`src/hw/rtl/akd_pkg.sv`:
```
`timescale 1ns / 1ps
`default_nettype none

package akd_pkg;

    // Number of button channels that hold state.
    localparam int CHANNELS = 2;
    localparam int CH_W = 1;
    localparam int CH_ADDR_W = (CHANNELS > 1) ? $clog2(CHANNELS) : 1;

    // ADC scaling: millivolts = raw * MV_FULL_SCALE / ADC_FULL_SCALE.
    localparam int SAMPLE_W = 12;
    localparam int MV_W = 12;
    localparam int PROD_W = 24;
    localparam int MV_FULL_SCALE = 3300;
    localparam int ADC_FULL_SCALE = 4095;

    localparam int TIME_W = 32;
    localparam int LONG_W = 16;
    localparam logic [TIME_W-1:0] REPEAT_MS = 32'd40;

    // Configuration port geometry.
    localparam int CFG_ADDR_W = 3;
    localparam int CFG_DATA_W = 16;

    // Configuration reset values.
    localparam logic [MV_W-1:0] RST_RELEASE_MV = 12'd2800;
    localparam logic [MV_W-1:0] RST_SET_LO_MV = 12'd100;
    localparam logic [MV_W-1:0] RST_SET_HI_MV = 12'd700;
    localparam logic [MV_W-1:0] RST_UP_LO_MV = 12'd900;
    localparam logic [MV_W-1:0] RST_UP_HI_MV = 12'd1500;
    localparam logic [MV_W-1:0] RST_DOWN_LO_MV = 12'd1700;
    localparam logic [MV_W-1:0] RST_DOWN_HI_MV = 12'd2300;
    localparam logic [LONG_W-1:0] RST_LONG_PRESS_MS = 16'd5000;

    typedef enum logic [CFG_ADDR_W-1:0] {
        CFG_RELEASE_MV = 3'd0,
        CFG_SET_LO_MV = 3'd1,
        CFG_SET_HI_MV = 3'd2,
        CFG_UP_LO_MV = 3'd3,
        CFG_UP_HI_MV = 3'd4,
        CFG_DOWN_LO_MV = 3'd5,
        CFG_DOWN_HI_MV = 3'd6,
        CFG_LONG_PRESS_MS = 3'd7
    } cfg_index_t;

    typedef enum logic [2:0] {
        EV_SET_PUSH = 3'd0,
        EV_LONG_SET = 3'd1,
        EV_SET_REL = 3'd2,
        EV_UP_PUSH = 3'd3,
        EV_UP_REL = 3'd4,
        EV_DOWN_PUSH = 3'd5,
        EV_DOWN_REL = 3'd6,
        EV_NONE = 3'd7
    } event_code_t;

    typedef struct packed {
        logic [MV_W-1:0] release_mv;
        logic [MV_W-1:0] set_lo_mv;
        logic [MV_W-1:0] set_hi_mv;
        logic [MV_W-1:0] up_lo_mv;
        logic [MV_W-1:0] up_hi_mv;
        logic [MV_W-1:0] down_lo_mv;
        logic [MV_W-1:0] down_hi_mv;
        logic [LONG_W-1:0] long_press_ms;
    } cfg_t;

    // Per-channel state as kept in the state memory.
    typedef struct packed {
        logic pressed;
        logic [TIME_W-1:0] start_ms;
        event_code_t last_event;
    } chan_state_t;

    localparam int STATE_W = $bits(chan_state_t);

    localparam chan_state_t STATE_RESET = '{
        pressed: 1'b0,
        start_ms: '0,
        last_event: EV_NONE
    };

    // Divide a scaled sample by ADC_FULL_SCALE (4096 - 1). The estimate
    // (p + p/4096) / 4096 is low by at most one; one compare fixes it.
    function automatic logic [MV_W-1:0] mv_from_product(input logic [PROD_W-1:0] p);
        logic [PROD_W:0] sum;
        logic [MV_W-1:0] q;
        logic [PROD_W:0] rem;
        sum = {1'b0, p} + {13'b0, p[PROD_W-1:12]};
        q = sum[PROD_W-1:12];
        rem = {1'b0, p} + {13'b0, q} - {1'b0, q, 12'b0};
        if (rem >= (PROD_W + 1)'(ADC_FULL_SCALE)) begin
            q = q + 1'b1;
        end
        return q;
    endfunction

endpackage

`default_nettype wire

```
`src/hw/rtl/akd_ram.sv`:
```
`timescale 1ns / 1ps
`default_nettype none

module akd_ram #(
    parameter int WIDTH = 8,
    parameter int DEPTH = 2,
    localparam int ADDR_W = (DEPTH > 1) ? $clog2(DEPTH) : 1
) (
    input  wire logic                   aclk,
    input  wire logic                   we,
    input  wire logic [ADDR_W-1:0]      waddr,
    input  wire logic [WIDTH-1:0]       wdata,
    input  wire logic                   re,
    input  wire logic [ADDR_W-1:0]      raddr,
    output      logic [WIDTH-1:0]       rdata
);

    logic [WIDTH-1:0] mem_reg [DEPTH];
    logic [WIDTH-1:0] rdata_reg;

    // One write port and one registered read port; a read at the written
    // address returns the old contents.
    always_ff @(posedge aclk) begin
        if (we) begin
            mem_reg[waddr] <= wdata;
        end
        if (re) begin
            rdata_reg <= mem_reg[raddr];
        end
    end

    assign rdata = rdata_reg;

endmodule

`default_nettype wire

```
`src/hw/rtl/akd_decide.sv`:
```
`timescale 1ns / 1ps
`default_nettype none

module akd_decide
    import akd_pkg::*;
(
    input  wire logic [CH_W-1:0]   channel,
    input  wire logic [MV_W-1:0]   first_mv,
    input  wire logic [MV_W-1:0]   confirm_mv,
    input  wire logic [TIME_W-1:0] now_ms,
    input  wire cfg_t              cfg,
    input  wire chan_state_t       state,
    output      event_code_t       event_code,
    output      chan_state_t       state_next
);

    logic              is_set;
    logic              is_up;
    logic              is_down;
    logic              up_code;
    logic [TIME_W-1:0] elapsed;
    event_code_t       ev;

    // Window classification of the confirm reading; set wins, then up.
    assign is_set = (confirm_mv > cfg.set_lo_mv) && (confirm_mv < cfg.set_hi_mv);
    assign is_up = !is_set && (confirm_mv > cfg.up_lo_mv) && (confirm_mv < cfg.up_hi_mv);
    assign is_down = !is_set && !is_up &&
                     (confirm_mv > cfg.down_lo_mv) && (confirm_mv < cfg.down_hi_mv);

    // The left channel has its up and down buttons swapped.
    assign up_code = is_up ^ (channel == '0);
    assign elapsed = now_ms - state.start_ms;

    // Press, hold and release decisions for one poll.
    always_comb begin
        ev = EV_NONE;
        state_next = state;
        if (first_mv > cfg.release_mv) begin
            if (state.pressed) begin
                state_next.pressed = 1'b0;
                unique case (state.last_event)
                    EV_SET_PUSH, EV_LONG_SET: ev = EV_SET_REL;
                    EV_UP_PUSH: ev = EV_UP_REL;
                    EV_DOWN_PUSH: ev = EV_DOWN_REL;
                    default: ev = EV_NONE;
                endcase
            end
        end else if (confirm_mv <= cfg.release_mv) begin
            if (is_set || is_up || is_down) begin
                if (!state.pressed) begin
                    state_next.pressed = 1'b1;
                    state_next.start_ms = now_ms;
                end else if (is_set) begin
                    ev = (elapsed > TIME_W'(cfg.long_press_ms)) ? EV_LONG_SET : EV_SET_PUSH;
                end else if (elapsed > REPEAT_MS) begin
                    state_next.start_ms = now_ms;
                    ev = up_code ? EV_UP_PUSH : EV_DOWN_PUSH;
                end
            end
        end
        if (ev != EV_NONE) begin
            state_next.last_event = ev;
        end
    end

    assign event_code = ev;

endmodule

`default_nettype wire

```
`src/hw/rtl/adc_ladder_keypad_decoder.sv`:
```
// An accepted request passes stage 1, stage 2 and the output register on its way to m_valid.
// Throughput: one request per cycle while no event waits on m_ready; a poll that causes
// no event leaves the pipe silently. The per-channel state memory has one read and one
// write port; a write-to-read bypass register covers polls of the same channel in
// consecutive cycles. Reset (aresetn low, synchronous) empties the pipe, restores the
// register defaults and marks every channel entry as not pressed with no previous event.
`timescale 1ns / 1ps
`default_nettype none

module adc_ladder_keypad_decoder
    import akd_pkg::*;
(
    input  wire logic                  aclk,
    input  wire logic                  aresetn,
    input  wire logic                  s_valid,
    output      logic                  s_ready,
    input  wire logic [CH_W-1:0]       s_channel,
    input  wire logic [SAMPLE_W-1:0]   s_first_sample,
    input  wire logic [SAMPLE_W-1:0]   s_confirm_sample,
    input  wire logic [TIME_W-1:0]     s_now_ms,
    output      logic                  m_valid,
    input  wire logic                  m_ready,
    output      logic [CH_W-1:0]       m_event_channel,
    output      logic [2:0]            m_event_code,
    input  wire logic                  cfg_we,
    input  wire logic [CFG_ADDR_W-1:0] cfg_addr,
    input  wire logic [CFG_DATA_W-1:0] cfg_wdata
);

    cfg_t cfg_reg;

    // Stage 1: scaled samples.
    logic                s1_valid_reg;
    logic [CH_W-1:0]     s1_channel_reg;
    logic [PROD_W-1:0]   s1_first_prod_reg;
    logic [PROD_W-1:0]   s1_confirm_prod_reg;
    logic [TIME_W-1:0]   s1_now_reg;

    // Stage 2: millivolts plus state read from memory.
    logic                s2_valid_reg;
    logic [CH_W-1:0]     s2_channel_reg;
    logic [MV_W-1:0]     s2_first_mv_reg;
    logic [MV_W-1:0]     s2_confirm_mv_reg;
    logic [TIME_W-1:0]   s2_now_reg;

    // Output register.
    logic                m_valid_reg;
    logic [CH_W-1:0]     m_channel_reg;
    event_code_t         m_code_reg;

    // Bypass of the most recent memory write and per-entry valid bits.
    logic                  byp_valid_reg;
    logic [CH_ADDR_W-1:0]  byp_addr_reg;
    chan_state_t           byp_data_reg;
    logic [CHANNELS-1:0]   ent_valid_reg;

    logic                  out_en;
    logic                  s2_has_ev;
    logic                  s2_go;
    logic                  s2_free;
    logic                  s1_free;
    logic                  s1_load;
    logic                  ram_re;
    logic                  ram_we;
    logic                  s2_ch_ok;
    logic [CH_ADDR_W-1:0]  s1_addr;
    logic [CH_ADDR_W-1:0]  s2_addr;
    logic [STATE_W-1:0]    ram_rdata;
    chan_state_t           s2_state;
    chan_state_t           s2_state_next;
    event_code_t           s2_event;

    // Handshake flow through the pipe; bubbles fill behind a waiting result.
    assign out_en = !m_valid_reg || m_ready;
    assign s2_has_ev = s2_ch_ok && (s2_event != EV_NONE);
    assign s2_go = s2_valid_reg && (!s2_has_ev || out_en);
    assign s2_free = !s2_valid_reg || s2_go;
    assign s1_free = !s1_valid_reg || s2_free;
    assign s1_load = s_valid && s1_free;
    assign s_ready = s1_free;

    assign s1_addr = CH_ADDR_W'(s1_channel_reg);
    assign s2_addr = CH_ADDR_W'(s2_channel_reg);
    assign s2_ch_ok = (32'(s2_channel_reg) < CHANNELS);
    assign ram_re = s1_valid_reg && s2_free;
    assign ram_we = s2_go && s2_ch_ok;

    // Configuration registers.
    always_ff @(posedge aclk) begin
        if (!aresetn) begin
            cfg_reg.release_mv <= RST_RELEASE_MV;
            cfg_reg.set_lo_mv <= RST_SET_LO_MV;
            cfg_reg.set_hi_mv <= RST_SET_HI_MV;
            cfg_reg.up_lo_mv <= RST_UP_LO_MV;
            cfg_reg.up_hi_mv <= RST_UP_HI_MV;
            cfg_reg.down_lo_mv <= RST_DOWN_LO_MV;
            cfg_reg.down_hi_mv <= RST_DOWN_HI_MV;
            cfg_reg.long_press_ms <= RST_LONG_PRESS_MS;
        end else if (cfg_we) begin
            unique case (cfg_index_t'(cfg_addr))
                CFG_RELEASE_MV: cfg_reg.release_mv <= cfg_wdata[MV_W-1:0];
                CFG_SET_LO_MV: cfg_reg.set_lo_mv <= cfg_wdata[MV_W-1:0];
                CFG_SET_HI_MV: cfg_reg.set_hi_mv <= cfg_wdata[MV_W-1:0];
                CFG_UP_LO_MV: cfg_reg.up_lo_mv <= cfg_wdata[MV_W-1:0];
                CFG_UP_HI_MV: cfg_reg.up_hi_mv <= cfg_wdata[MV_W-1:0];
                CFG_DOWN_LO_MV: cfg_reg.down_lo_mv <= cfg_wdata[MV_W-1:0];
                CFG_DOWN_HI_MV: cfg_reg.down_hi_mv <= cfg_wdata[MV_W-1:0];
                CFG_LONG_PRESS_MS: cfg_reg.long_press_ms <= cfg_wdata[LONG_W-1:0];
            endcase
        end
    end

    // Pipeline control state.
    always_ff @(posedge aclk) begin
        if (!aresetn) begin
            s1_valid_reg <= 1'b0;
            s2_valid_reg <= 1'b0;
            m_valid_reg <= 1'b0;
            byp_valid_reg <= 1'b0;
            ent_valid_reg <= '0;
        end else begin
            if (s1_free) begin
                s1_valid_reg <= s_valid;
            end
            if (s2_free) begin
                s2_valid_reg <= s1_valid_reg;
            end
            if (out_en) begin
                m_valid_reg <= s2_valid_reg && s2_has_ev;
            end
            if (ram_we) begin
                byp_valid_reg <= 1'b1;
                ent_valid_reg[s2_addr] <= 1'b1;
            end
        end
    end

    // Stage 1 payload: multiply the raw samples by full-scale millivolts.
    always_ff @(posedge aclk) begin
        if (s1_load) begin
            s1_channel_reg <= s_channel;
            s1_first_prod_reg <= PROD_W'(s_first_sample) * PROD_W'(MV_FULL_SCALE);
            s1_confirm_prod_reg <= PROD_W'(s_confirm_sample) * PROD_W'(MV_FULL_SCALE);
            s1_now_reg <= s_now_ms;
        end
    end

    // Stage 2 payload: finish the conversion to millivolts.
    always_ff @(posedge aclk) begin
        if (ram_re) begin
            s2_channel_reg <= s1_channel_reg;
            s2_first_mv_reg <= mv_from_product(s1_first_prod_reg);
            s2_confirm_mv_reg <= mv_from_product(s1_confirm_prod_reg);
            s2_now_reg <= s1_now_reg;
        end
    end

    // Output payload and write bypass payload.
    always_ff @(posedge aclk) begin
        if (out_en && s2_valid_reg && s2_has_ev) begin
            m_channel_reg <= s2_channel_reg;
            m_code_reg <= s2_event;
        end
        if (ram_we) begin
            byp_addr_reg <= s2_addr;
            byp_data_reg <= s2_state_next;
        end
    end

    akd_ram #(
        .WIDTH(STATE_W),
        .DEPTH(CHANNELS)
    ) u_state_ram (
        .aclk(aclk),
        .we(ram_we),
        .waddr(s2_addr),
        .wdata(s2_state_next),
        .re(ram_re),
        .raddr(s1_addr),
        .rdata(ram_rdata)
    );

    // Resolve the channel state: the latest write wins, untouched entries read as reset.
    always_comb begin
        if (byp_valid_reg && (byp_addr_reg == s2_addr)) begin
            s2_state = byp_data_reg;
        end else if (!ent_valid_reg[s2_addr]) begin
            s2_state = STATE_RESET;
        end else begin
            s2_state = chan_state_t'(ram_rdata);
        end
    end

    akd_decide u_decide (
        .channel(s2_channel_reg),
        .first_mv(s2_first_mv_reg),
        .confirm_mv(s2_confirm_mv_reg),
        .now_ms(s2_now_reg),
        .cfg(cfg_reg),
        .state(s2_state),
        .event_code(s2_event),
        .state_next(s2_state_next)
    );

    assign m_valid = m_valid_reg;
    assign m_event_channel = m_channel_reg;
    assign m_event_code = m_code_reg;

    // A shown result never carries the no-event code.
    a_no_null_event: assert property (@(posedge aclk) disable iff (!aresetn)
        m_valid_reg |-> (m_code_reg != EV_NONE))
        else $error("output shows the no-event code");

    // A new result only comes from a stage 2 poll that produced an event.
    a_result_source: assert property (@(posedge aclk) disable iff (!aresetn)
        $rose(m_valid_reg) |-> $past(s2_valid_reg && s2_has_ev))
        else $error("result appeared without a decided event");

    // An empty front stage always takes a request.
    a_ready_when_empty: assert property (@(posedge aclk) disable iff (!aresetn)
        !s1_valid_reg |-> s_ready)
        else $error("front stage empty but not ready");

    // A poll held in stage 2 by a full output register does not write its state.
    a_no_write_on_stall: assert property (@(posedge aclk) disable iff (!aresetn)
        (s2_valid_reg && s2_has_ev && !out_en) |-> !ram_we)
        else $error("state written while the event is stalled");

endmodule

`default_nettype wire

```
`config.mk`:
```
export PLATFORM = sky130hd
export DESIGN_NAME = adc_ladder_keypad_decoder
export DESIGN_NICKNAME = d
export VERILOG_FILES = /design/src/hw/rtl/akd_pkg.sv /design/src/hw/rtl/akd_ram.sv /design/src/hw/rtl/akd_decide.sv /design/src/hw/rtl/adc_ladder_keypad_decoder.sv
export SDC_FILE = /design/constraint.sdc
export NUM_CORES = 1
export LEC_CHECK = 0
export ABC_AREA = 1
export BUFFER_PORTS_ARGS = -buffer_cell sky130_fd_sc_hd__buf_2
export CORE_MARGIN = 5
export CORE_UTILIZATION = 29
export DETAILED_ROUTE_END_ITERATION = 16
export HOLD_SLACK_MARGIN = 0.06
export SETUP_SLACK_MARGIN = 0.1
export SLEW_MARGIN = 20
export SYNTH_ARGS = -nofsm -noshare
export SYNTH_HDL_FRONTEND = slang
export SYNTH_SLANG_ARGS = --single-unit
```
`constraint.sdc`:
```
create_clock -name aclk -period 5.88 [get_ports aclk]
set_input_delay 0.294 -clock aclk [delete_from_list [all_inputs] [get_ports aclk]]
set_output_delay 0.294 -clock aclk [all_outputs]
set_load 0.005 [all_outputs]
```
# Word level (Yosys, flattened, before mapping)
# Memories as Yosys holds them, arrays and structs flattened. A register that Yosys moved wholly into a read port is not among the register bits.
# Cells that the tools add are included.
[totals]
register_bits = 281
ramBits = 72
in_bits = 81
out_inout_bits = 6
elab_cells = 133
n_memories = 1
[classes]
n_addsub = 9
mul = 2
order_cmp = 14
eq_ne = 12
muxes = 28
bitwise_logic = 3
reduce_logical = 37
[memory_table]
columns = ["name", "depth", "width", "read_ports", "rd_clocked_by_memory_dff", "wr", "line_no", "rtl"]
rows = [
  ["u_state_ram.mem_reg", 2, 36, 1, 1, 1, "akd_ram.sv:18", "logic [WIDTH-1:0] mem_reg [DEPTH];"],
]
[ops]
columns = ["operator", "count"]
rows = [
  ["$mux 32", 4],
  ["$mux 36", 2],
  ["$mux 33", 2],
  ["$add 24x12->25", 2],
  ["$ge 25x12->1 const B", 2],
  ["$sub 25x24->25", 2],
  ["$add 24x12->24", 2],
  ["$gt 12x12->1", 4],
  ["$mul 12x10->22 const B", 2],
  ["$lt 12x12->1", 3],
  ["$gt 32x16->1", 1],
  ["$gt 32x6->1 const B", 1],
  ["$sub 32x32->32", 1],
  ["$mux 3", 9],
  ["$add 12x1->12 const B", 2],
  ["$mux 12", 2],
  ["$reduce_and 2->1", 8],
  ["$eq 3x3->1 const B", 5],
  ["$logic_and 1x1->1", 14],
  ["$le 12x12->1", 1],
  ["$eq 3x2->1 const B", 3],
  ["$pmux 3 s3", 1],
  ["$mux 1", 7],
  ["$eq 3x1->1 const B", 2],
  ["other kinds (12)", 23],
]

# Longest topological paths before layout
# Gate-level depths: netlist of run 1.
[logic_depth]
ltp_word = 20
depth_mapped = 44
depth_no_buf = 43

# By module
# From an unflattened synthesis of run 1, not the netlist that was laid out.
[unflattened]
cells_unflattened = 3887
area_unflattened_um2 = 30396.7
[by_module_without_submodules]
columns = ["mod", "n_inst", "cells_per_inst", "area_per_inst_um2"]
rows = [
  ["adc_ladder_keypad_decoder", 1, 2499, 20241.9],
  ["akd_decide", 1, 1160, 6378.6],
  ["akd_ram", 1, 228, 3776.1],
]

# Worst setup path before layout of run 1
# Ideal clock, no wire load.
[synth_timing]
path_type = "reg2reg"
from = "register s2_channel_reg (netlist: s2_addr)"
to = "register s2_channel_reg (netlist: s2_addr), enable pin"
arrival_time_ns = 5.809
t_required_ns = 5.433
setup_slack_ns = -0.376
path_stages_with_launch = 33
path_buffers = 3
period_less_slack_ns = 6.256
cell_sequence = "edfxtp_1 inv_2 nand2_4 nand3_4 buf_6 clkbuf_1 clkbuf_1 nand3_1 nand2_1 inv_1 ha_1 a21oi_1 o21ai_0 a21oi_1 nand2_1 xor2_1 ha_1 nand2_1 inv_1 nand3_1 nor3_1 nand2_1 o2111ai_1 nand2_1 nand2_1 inv_1 nand4_1 nand2_1 nor2_1 nand2_1 nand3_1 nand2_1 inv_1"
[synth_between]
elab_chain_len = 18
[synth_rtl]
columns = ["element", "line_no", "rtl"]
rows = [
  ["start: declaration", "adc_ladder_keypad_decoder.sv:41", "logic [CH_W-1:0] s2_channel_reg;"],
  ["start signal: assignment", "adc_ladder_keypad_decoder.sv:151", "s2_channel_reg <= s1_channel_reg;"],
  ["$mux 1 (not written as such) (2 in a row)", "adc_ladder_keypad_decoder.sv:187", "end else if (!ent_valid_reg[s2_addr]) begin"],
  ["$mux 36", "adc_ladder_keypad_decoder.sv:187", ""],
  ["$mux 36", "adc_ladder_keypad_decoder.sv:185", "if (byp_valid_reg && (byp_addr_reg == s2_addr)) begin"],
  ["$sub 32x32->32", "akd_decide.sv:32", "assign elapsed = now_ms - state.start_ms;"],
  ["$gt 32x6->1 / $gt 32x16->1 (equally long branches)", "akd_decide.sv:55, akd_decide.sv:54", ""],
  ["$mux 3 / $mux 1 (equally long branches)", "akd_decide.sv:55, akd_decide.sv:54", ""],
  ["$mux 3", "akd_decide.sv:53", "end else if (is_set) begin"],
  ["$mux 3", "akd_decide.sv:50", "if (!state.pressed) begin"],
  ["(+2 left out)", "n/a", ""],
  ["$mux 3 *", "akd_decide.sv:38", "if (first_mv > cfg.release_mv) begin"],
  ["$ne 3x3->1 *", "adc_ladder_keypad_decoder.sv:75", "assign s2_has_ev = s2_ch_ok && (s2_event != EV_NONE);"],
  ["$logic_not 1->1 *", "adc_ladder_keypad_decoder.sv:76", "assign s2_go = s2_valid_reg && (!s2_has_ev || out_en);"],
  ["$logic_or 1x1->1 *", "adc_ladder_keypad_decoder.sv:76", ""],
  ["$logic_and 1x1->1 *", "adc_ladder_keypad_decoder.sv:76", ""],
  ["$logic_or 1x1->1 *", "adc_ladder_keypad_decoder.sv:77", "assign s2_free = !s2_valid_reg || s2_go;"],
  ["$logic_and 1x1->1 *", "adc_ladder_keypad_decoder.sv:85", "assign ram_re = s1_valid_reg && s2_free;"],
  ["named net ram_re", "adc_ladder_keypad_decoder.sv:63", "logic ram_re;"],
]
# Mark *: on every way through the listed nets, which the timed path passes. The rest lies on a longest branch. The select of a mux whose other input is x is not followed.
# A chain may end at the register's enable or synchronous reset.

# Worst setup path after layout of run 1
[layout_timing]
from = "register s1_first_prod_reg[15]"
to = "register s2_first_mv_reg[0], data pin"
[layout_between]
elab_chain_len = 5
[layout_rtl]
columns = ["element", "line_no", "rtl"]
rows = [
  ["start: declaration", "adc_ladder_keypad_decoder.sv:35", "logic [PROD_W-1:0] s1_first_prod_reg;"],
  ["start signal: assignment", "adc_ladder_keypad_decoder.sv:142", "s1_first_prod_reg <= PROD_W'(s_first_sample) * PROD_W'(MV_FULL_SCALE);"],
  ["$add 24x12->24", "akd_pkg.sv:90", "sum = {1'b0, p} + {13'b0, p[PROD_W-1:12]};"],
  ["$add 24x12->25", "akd_pkg.sv:92", "rem = {1'b0, p} + {13'b0, q} - {1'b0, q, 12'b0};"],
  ["$sub 25x24->25", "akd_pkg.sv:92", ""],
  ["$ge 25x12->1", "akd_pkg.sv:93", "if (rem >= (PROD_W + 1)'(ADC_FULL_SCALE)) begin"],
  ["$mux 12 *", "akd_pkg.sv:93", ""],
  ["end signal: assignment", "adc_ladder_keypad_decoder.sv:152", "s2_first_mv_reg <= mv_from_product(s1_first_prod_reg);"],
  ["end: declaration", "adc_ladder_keypad_decoder.sv:42", "logic [MV_W-1:0] s2_first_mv_reg;"],
]
# Every way passes the cells marked *; elsewhere a longest branch is shown, timed or not.

==> impl_results.md, run 1 <==
* Global-route wire length before repair at between 100 and 150 mm
* Min Tclk post-route at between 5 and 6 ns
* Slew margin rel. at 0.349
* Startpoint of the worst-slack reg-to-reg timing path: s1_first_prod_reg[15]
* Synth cell types at 53
* Max FFs per register at 100
* Synthesized cell area at 27600 sq um
* Number of synthesized flops with an enable pin at between 200 and 300
* Final Skew at 0.0308 ns
* CTS tree: yes
* Syn Inst Count at 3093
* Status: finished, final reports clean
* Worst-margin pin slew at 0.977 ns
* Commonest non-fill, non-tap cell in the layout: inv_1
* Clock Sinks at 389
* Avg Inst Size Synth at just under 9 sq um
* # DRC at 0
* Inserted Clock Buffers at 44
* Antenna Violating Nets Remaining at 0
* Worst setup EP type: flip-flop
* Ant. Diodes at 0
* Register Area at 10600 sq um
* Full die area at 101000 sq um
* Total grt overflow at 0
* WS Path Type: reg -> reg
* Multi-input logic area at 15200 sq um
* Worst R2R End: s2_first_mv_reg[0]
* Max FO, Critical Path at 6
* Pwr per Cell Area at 460 nW/um^2
* Wire per inst at 14.6 um
* Die W at 318 um
* Fraction of registers with async set/reset at 0
* DR vias/cell at around 4.5
* Mapped Nets at 3621
* Slowest CP cell: edfxtp_1
* Leak pwr at 15.0 nW
* Util after Layout at 0.347
* Crit path capture: s2_first_mv_reg[0]
* Clock Root Buffer: clkbuf_16
* Peak Freq at roughly 180 MHz
* Max-cap violations at 0
* Worst Setup SP: s1_first_prod_reg[15]
* Buffers on Ports at 86
* Fillers at 9687
* Iter 0 DRT Violations at 1271
* WHS Path Cells at 3
* WP data required at approximately 6.2 ns
* Drt pass-1 iters at 5
* Top_reg_cell synth: edfxtp_1
* Clock Latency Late Sink at 0.60 ns
* R2R setup slack at 0.26 ns
* RSZ-0062 raised after global routing: yes
* HPWL Detailed at a little over 50 mm
* Most frequent CP cell: nand2_1
* Layout cell share with drive strength beyond 1 at 0.132
* # rows at 113
* Vias in the first global route at 20276
* Worst reg2reg path depth at 37
* Final Hold Fails at 0
* WHS at 0.0771 ns
* Via count at about 21000
* Final period util at 0.955
* Die Ht at 318 um
* Area growth from synthesis to layout at 19.3%
* Initial antenna violation count at 3
* Critical Path Start Type: flip-flop
* Most frequent cells in the layout: 528 x inv_1, 495 x nand2_1, 369 x ha_1
* Layout Nets at about 3900
* H-tree levels at 2
* # IOs at just under 90
* Seq/Total Area, Yosys at 0.385
* Max VDD drop at between 0.0003 and 0.0004 V
* Yosys Warn Count at 0
* Largest net degree at the start of global routing at 97
* Crit path DAT at 5.95 ns
* Initial core utilization at 0.291
* Pins Over Slew Limit at 0
* CORE AREA at 94700 sq um
* Final Wtd Congestion at 0.890
* Yosys reg bits at 389
* Total Routing Usage GR at 0.129
* Setup Viol. Count Final at 0
* Max incr delay on CP at 0.40 ns
* Buffer depth of the longest clock path at 3
* Total Routed Length at a little under 70 mm
* Worst hold path type: in -> reg
* Clk slew on worst S/H paths at 0.06 ns
[stage by stage]
stage	setup slack (ns)	setup TNS (ns)	cell area (sq um)	total power (W)	instances
2_1_floorplan	0.117	0	27600	0.00932	3093
3_3_place_gp	0.0844	0	30000	0.0111	4456
3_5_place_dp	-0.140	-1.42	30000	0.0112	4456
4_1_cts	0.105	0	32100	0.0142	4593
5_1_grt	-0.122	-1.08	32900	0.0164	4625
6_report	0.265	0	32900	0.0151	4625
[how the worst min path moves through the flow]
stage	slack, ns	from	endpoint
after floorplan	0.39	s_channel	s1_addr
after global placement	0.40	s1_now_reg[17]	s2_now_reg[17]
after detailed placement	0.41	s1_now_reg[7]	s2_now_reg[7]
after CTS	0.06	cfg_wdata[14]	cfg_reg[14]
after global routing	0.09	s_confirm_sample[3]	s1_confirm_prod_reg[5]
final	0.08	cfg_wdata[14]	cfg_reg[14]
[worst max-delay path, delay by kind of cell (launching register included)]
family	cells	cell delay (ns)
and+or+nand+nor	19	2.23
AOI/OAI and AO/OA	9	1.22
adders and majority gates	4	0.90
DFF	1	0.40
buffers and inverters	3	0.31
xor gates and xnor gates	2	0.31
[cells by family (layout without fill, tap and decap cells)]
logic type               after synthesis  count (layout)  share of synthesized area
adder cells (fa/ha/maj)              448             448                      0.220
XOR/XNOR                             136             136                     0.0432
flip-flops                           389             389                      0.385
AND/OR/NAND/NOR                      980             980                      0.151
AO/OA/AOI/OAI                        499             499                      0.102
multiplexers                          36              36                     0.0147
buffers and inverters                605             872                     0.0844
[cells in the mapped netlist (7+ instances only)]
cell type | n | area share
inv_1 | 551 | 0.075
nand2_1 | 517 | 0.070
ha_1 | 385 | 0.17
edfxtp_1 | 283 | 0.31
a21oi_1 | 246 | 0.045
nor2_1 | 203 | 0.028
nand3_1 | 136 | 0.025
o21ai_0 | 134 | 0.024
dfxtp_1 | 106 | 0.077
xor2_1 | 87 | 0.028
fa_1 | 62 | 0.045
o211ai_1 | 49 | 0.013
xnor2_1 | 49 | 0.016
nand4_1 | 41 | 0.0093
clkbuf_1 | 40 | 0.0054
mux2_2 | 36 | 0.015
nor3_1 | 34 | 0.0062
o21bai_1 | 14 | 0.0038
nor4_1 | 12 | 0.0027
nand2_2 | 9 | 0.0020
nand3b_1 | 9 | 0.0025
a211oi_1 | 8 | 0.0022
a31oi_1 | 8 | 0.0018
o21a_1 | 7 | 0.0019
[report_power, final]
| group | total, W | switching, W | leakage, nW | internal, W |
|---|---|---|---|---|
| Sequential | 0.00373 | 0.000256 | 3.53 | 0.00348 |
| Combinational | 0.00863 | 0.00499 | 10.8 | 0.00365 |
| Clock | 0.00275 | 0.00117 | 0.697 | 0.00158 |
| Total | 0.0151 | 0.00641 | 15.0 | 0.00870 |
[metal layers]
metal / wire, um / GRT usage / part of all wire
met3: 2970 / 0.0180 / 0.044
met4: 1430 / 0.0321 / 0.021
met5: 23 / 0 / 0.00034
met2: 30800 / 0.210 / 0.45
met1: 32600 / 0.181 / 0.48
[final cells by class]
class	instances	share of cell area
multi-input cells	2099	0.463
well taps	1265	0.0481
inverters	554	0.0638
flip-flops and latches	389	0.323
clock inverters	26	0.00939
clock buffers	53	0.0346
repair buffers	239	0.0586
[repair_timing]
| action | in CTS | in global routing |
|---|---|---|
| setup endpoints to repair | 20 | 300 |
| hold buffers | 44 | 0 |
| gates cloned | 1 | 3 |
| hold endpoints to repair | 44 | 0 |
| pin swaps | 12 | 51 |
| gates resized for setup | 25 | 133 |
| buffers inserted | 13 | 29 |
(Power assumes the default switching activity.)
==> inputs of run 2 (changes only) <==
Settings changed: CORE_UTILIZATION 29 to 58, PLACE_DENSITY from default to 0.78.
==> impl_results.md, run 2 (synthesis results as in run 1) <==
* Status: complete, but fails checks
* Failing checks: setup timing
* Startpoint of the worst-slack reg-to-reg timing path: s1_first_prod_reg[3]
* Cell-internal power at 0.00872 W
* Total Routed Length at 67.9 mm
* Crit path max-delay family: simple AND/OR/NAND/NOR gates
* Final Wtd Congestion at approximately 0.96
* Iter 0 DRT Violations at 1916
* Inserted Clock Buffers at 41
* Leak pwr at 14.9 nW
* Most frequent cells in the layout: 525 x inv_1, 494 x nand2_1, 366 x ha_1
* Util after Layout at 0.682
* Wire per inst at 17.3 um
* Total Routing Usage GR at 0.250
* Vias in the first global route at 21766
* # DRC at 0
* Slew margin rel. at 0.392
* Worst setup EP type: flip-flop
* Worst hold path type: in -> reg
* Peak Freq at 169 MHz
* Clock Latency Late Sink at 0.57 ns
* Switching pwr at around 0.0065 W
* Crit path DAT at 6.23 ns
* Pins Over Slew Limit at 0
* Die Ht at 228 um
* Final Skew at 0.0270 ns
* Fillers at around 3600
* DR vias/cell at ~5.6
* Register Area at 10600 sq um
* Ant. Diodes at 0
* Max incr delay on CP at 0.39 ns
* WHS at 0.0895 ns
* Worst Setup SP: s1_first_prod_reg[3]
* Die W at 228 um
* Final period util at 1.01
* CORE AREA at 46800 sq um
* HPWL Detailed at 49.9 mm
* Pwr per Cell Area at roughly 480 nW/um^2
* # rows at 79
* Total grt overflow at 0
* Clock Sinks at 389
* Initial antenna violation count at 0
* Multi-input logic area at 15200 sq um
* Full die area at 52000 sq um
* Max-cap violations at 0
* Setup Viol. Count Final at 7
* Max FFs per register at 100
* Clk slew on worst S/H paths at 0.06 ns
* Buffers on Ports at 86
* Worst reg2reg path depth at 41
* Max FO, Critical Path at 6
* Clock power share at 0.185
* Final setup margin at -0.0496 ns
* Largest net degree at the start of global routing at 97
* Gate power share at 0.569
* Min Tclk post-route at 5.93 ns
* H-tree levels at 2
* WS Path Type: reg -> reg
* Buffer depth of the longest clock path at 3
* Worst R2R End: s2_first_mv_reg[0]
* Total power at roughly 0.015 W
* Fin Setup TNS at -0.164 ns
* RSZ-0062 raised after global routing: yes
* Final Hold Fails at 0
* Global-route wire length before repair at between 100 and 150 mm
* R2R setup slack at -0.05 ns
* Pre-CTS setup slack at -0.201 ns
* Worst-margin pin slew at slightly above 0.9 ns
* CTS tree: yes
* Layout Nets at 3828
* Area growth from synthesis to layout at 15.7%
* Max VDD drop at 0.000319 V
* Sw Ratio at 0.427
* Initial core utilization at 0.590
* WP data required at between 6 and 7 ns
* Seq pwr share at 0.247
* Layout cell share with drive strength beyond 1 at 0.128
* Via count at roughly 22000
* Clock Root Buffer: clkbuf_16
* Commonest non-fill, non-tap cell in the layout: inv_1
* Critical Path Start Type: flip-flop
* # IOs at 87
* Crit path capture: s2_first_mv_reg[0]
* Most frequent CP cell: nand2_1
* Slowest CP cell: edfxtp_1
* Buffers & Inverters on Critical Path at 3
* Levels on crit path at 41
* Drt pass-1 iters at 7
* Antenna Violating Nets Remaining at 0
run 2: layout make-up:
| cell class | count | share of cell area |
|---|---|---|
| clock buffer | 52 | 0.0371 |
| timing repair buffer | 215 | 0.0541 |
| multi-input combinational | 2099 | 0.476 |
| inverter | 554 | 0.0660 |
| tap | 607 | 0.0238 |
| sequential | 389 | 0.333 |
| clock inverter | 22 | 0.00946 |
run 2: how the worst min path moves through the flow:
stage                         startpoint        endpoint  slack [ns]  cells past startpoint
after CTS                        m_ready         m_valid        0.06                      4
after global placement    s1_now_reg[17]  s2_now_reg[17]        0.40                      0
after floorplan                s_channel         s1_addr        0.39                      0
after global routing             m_ready         m_valid        0.09                      4
final                            m_ready         m_valid        0.09                      4
after detailed placement  s1_now_reg[12]  s2_now_reg[12]        0.40                      0
run 2: routing by layer:
| metal | share of wire | vias to the layer above | global-route usage |
|---|---|---|---|
| met5 | 0 | - | 0 |
| met1 | 0.42 | 10440 | 0.339 |
| li1 | - | 10791 | - |
| met3 | 0.066 | 147 | 0.0360 |
| met4 | 0.026 | 0 | 0.0660 |
| met2 | 0.48 | 786 | 0.426 |
run 2: power by group through the flow:
stage / Combinational, W / Sequential, W / Clock [W]
after detailed placement: 0.00731 / 0.00380 / 0
after global placement: 0.00704 / 0.00378 / 0
after floorplan: 0.00563 / 0.00369 / 0
after CTS: 0.00748 / 0.00374 / 0.00284
after global routing: 0.00960 / 0.00377 / 0.00296
final: 0.00865 / 0.00375 / 0.00281
run 2: worst register-to-register path, delay by kind of cell (launching register included):
family	cells	cell delay, ns
AO/OA/AOI/OAI	4	0.49
XOR/XNOR	2	0.25
adder cells (fa/ha/maj)	4	1.02
buffers and inverters	3	0.27
flip-flops	1	0.39
AND/OR/NAND/NOR	28	3.29
run 2: stage by stage:
step / cells / cell area [sq um]
after detailed placement: 3781 / 29000
after floorplan: 3093 / 27600
final: 3938 / 31900
after CTS: 3904 / 31100
after global routing: 3938 / 31900
after global placement: 3781 / 29000
run 2: timing repair:
action | CTS | global route
gates cloned | 0 | 3
setup buffers | 6 | 31
pin swaps | 7 | 53
hold endpoints to repair | 43 | 0
endpoints found under the setup margin | 19 | 305
gates resized for setup | 13 | 148
hold buffers | 43 | 0
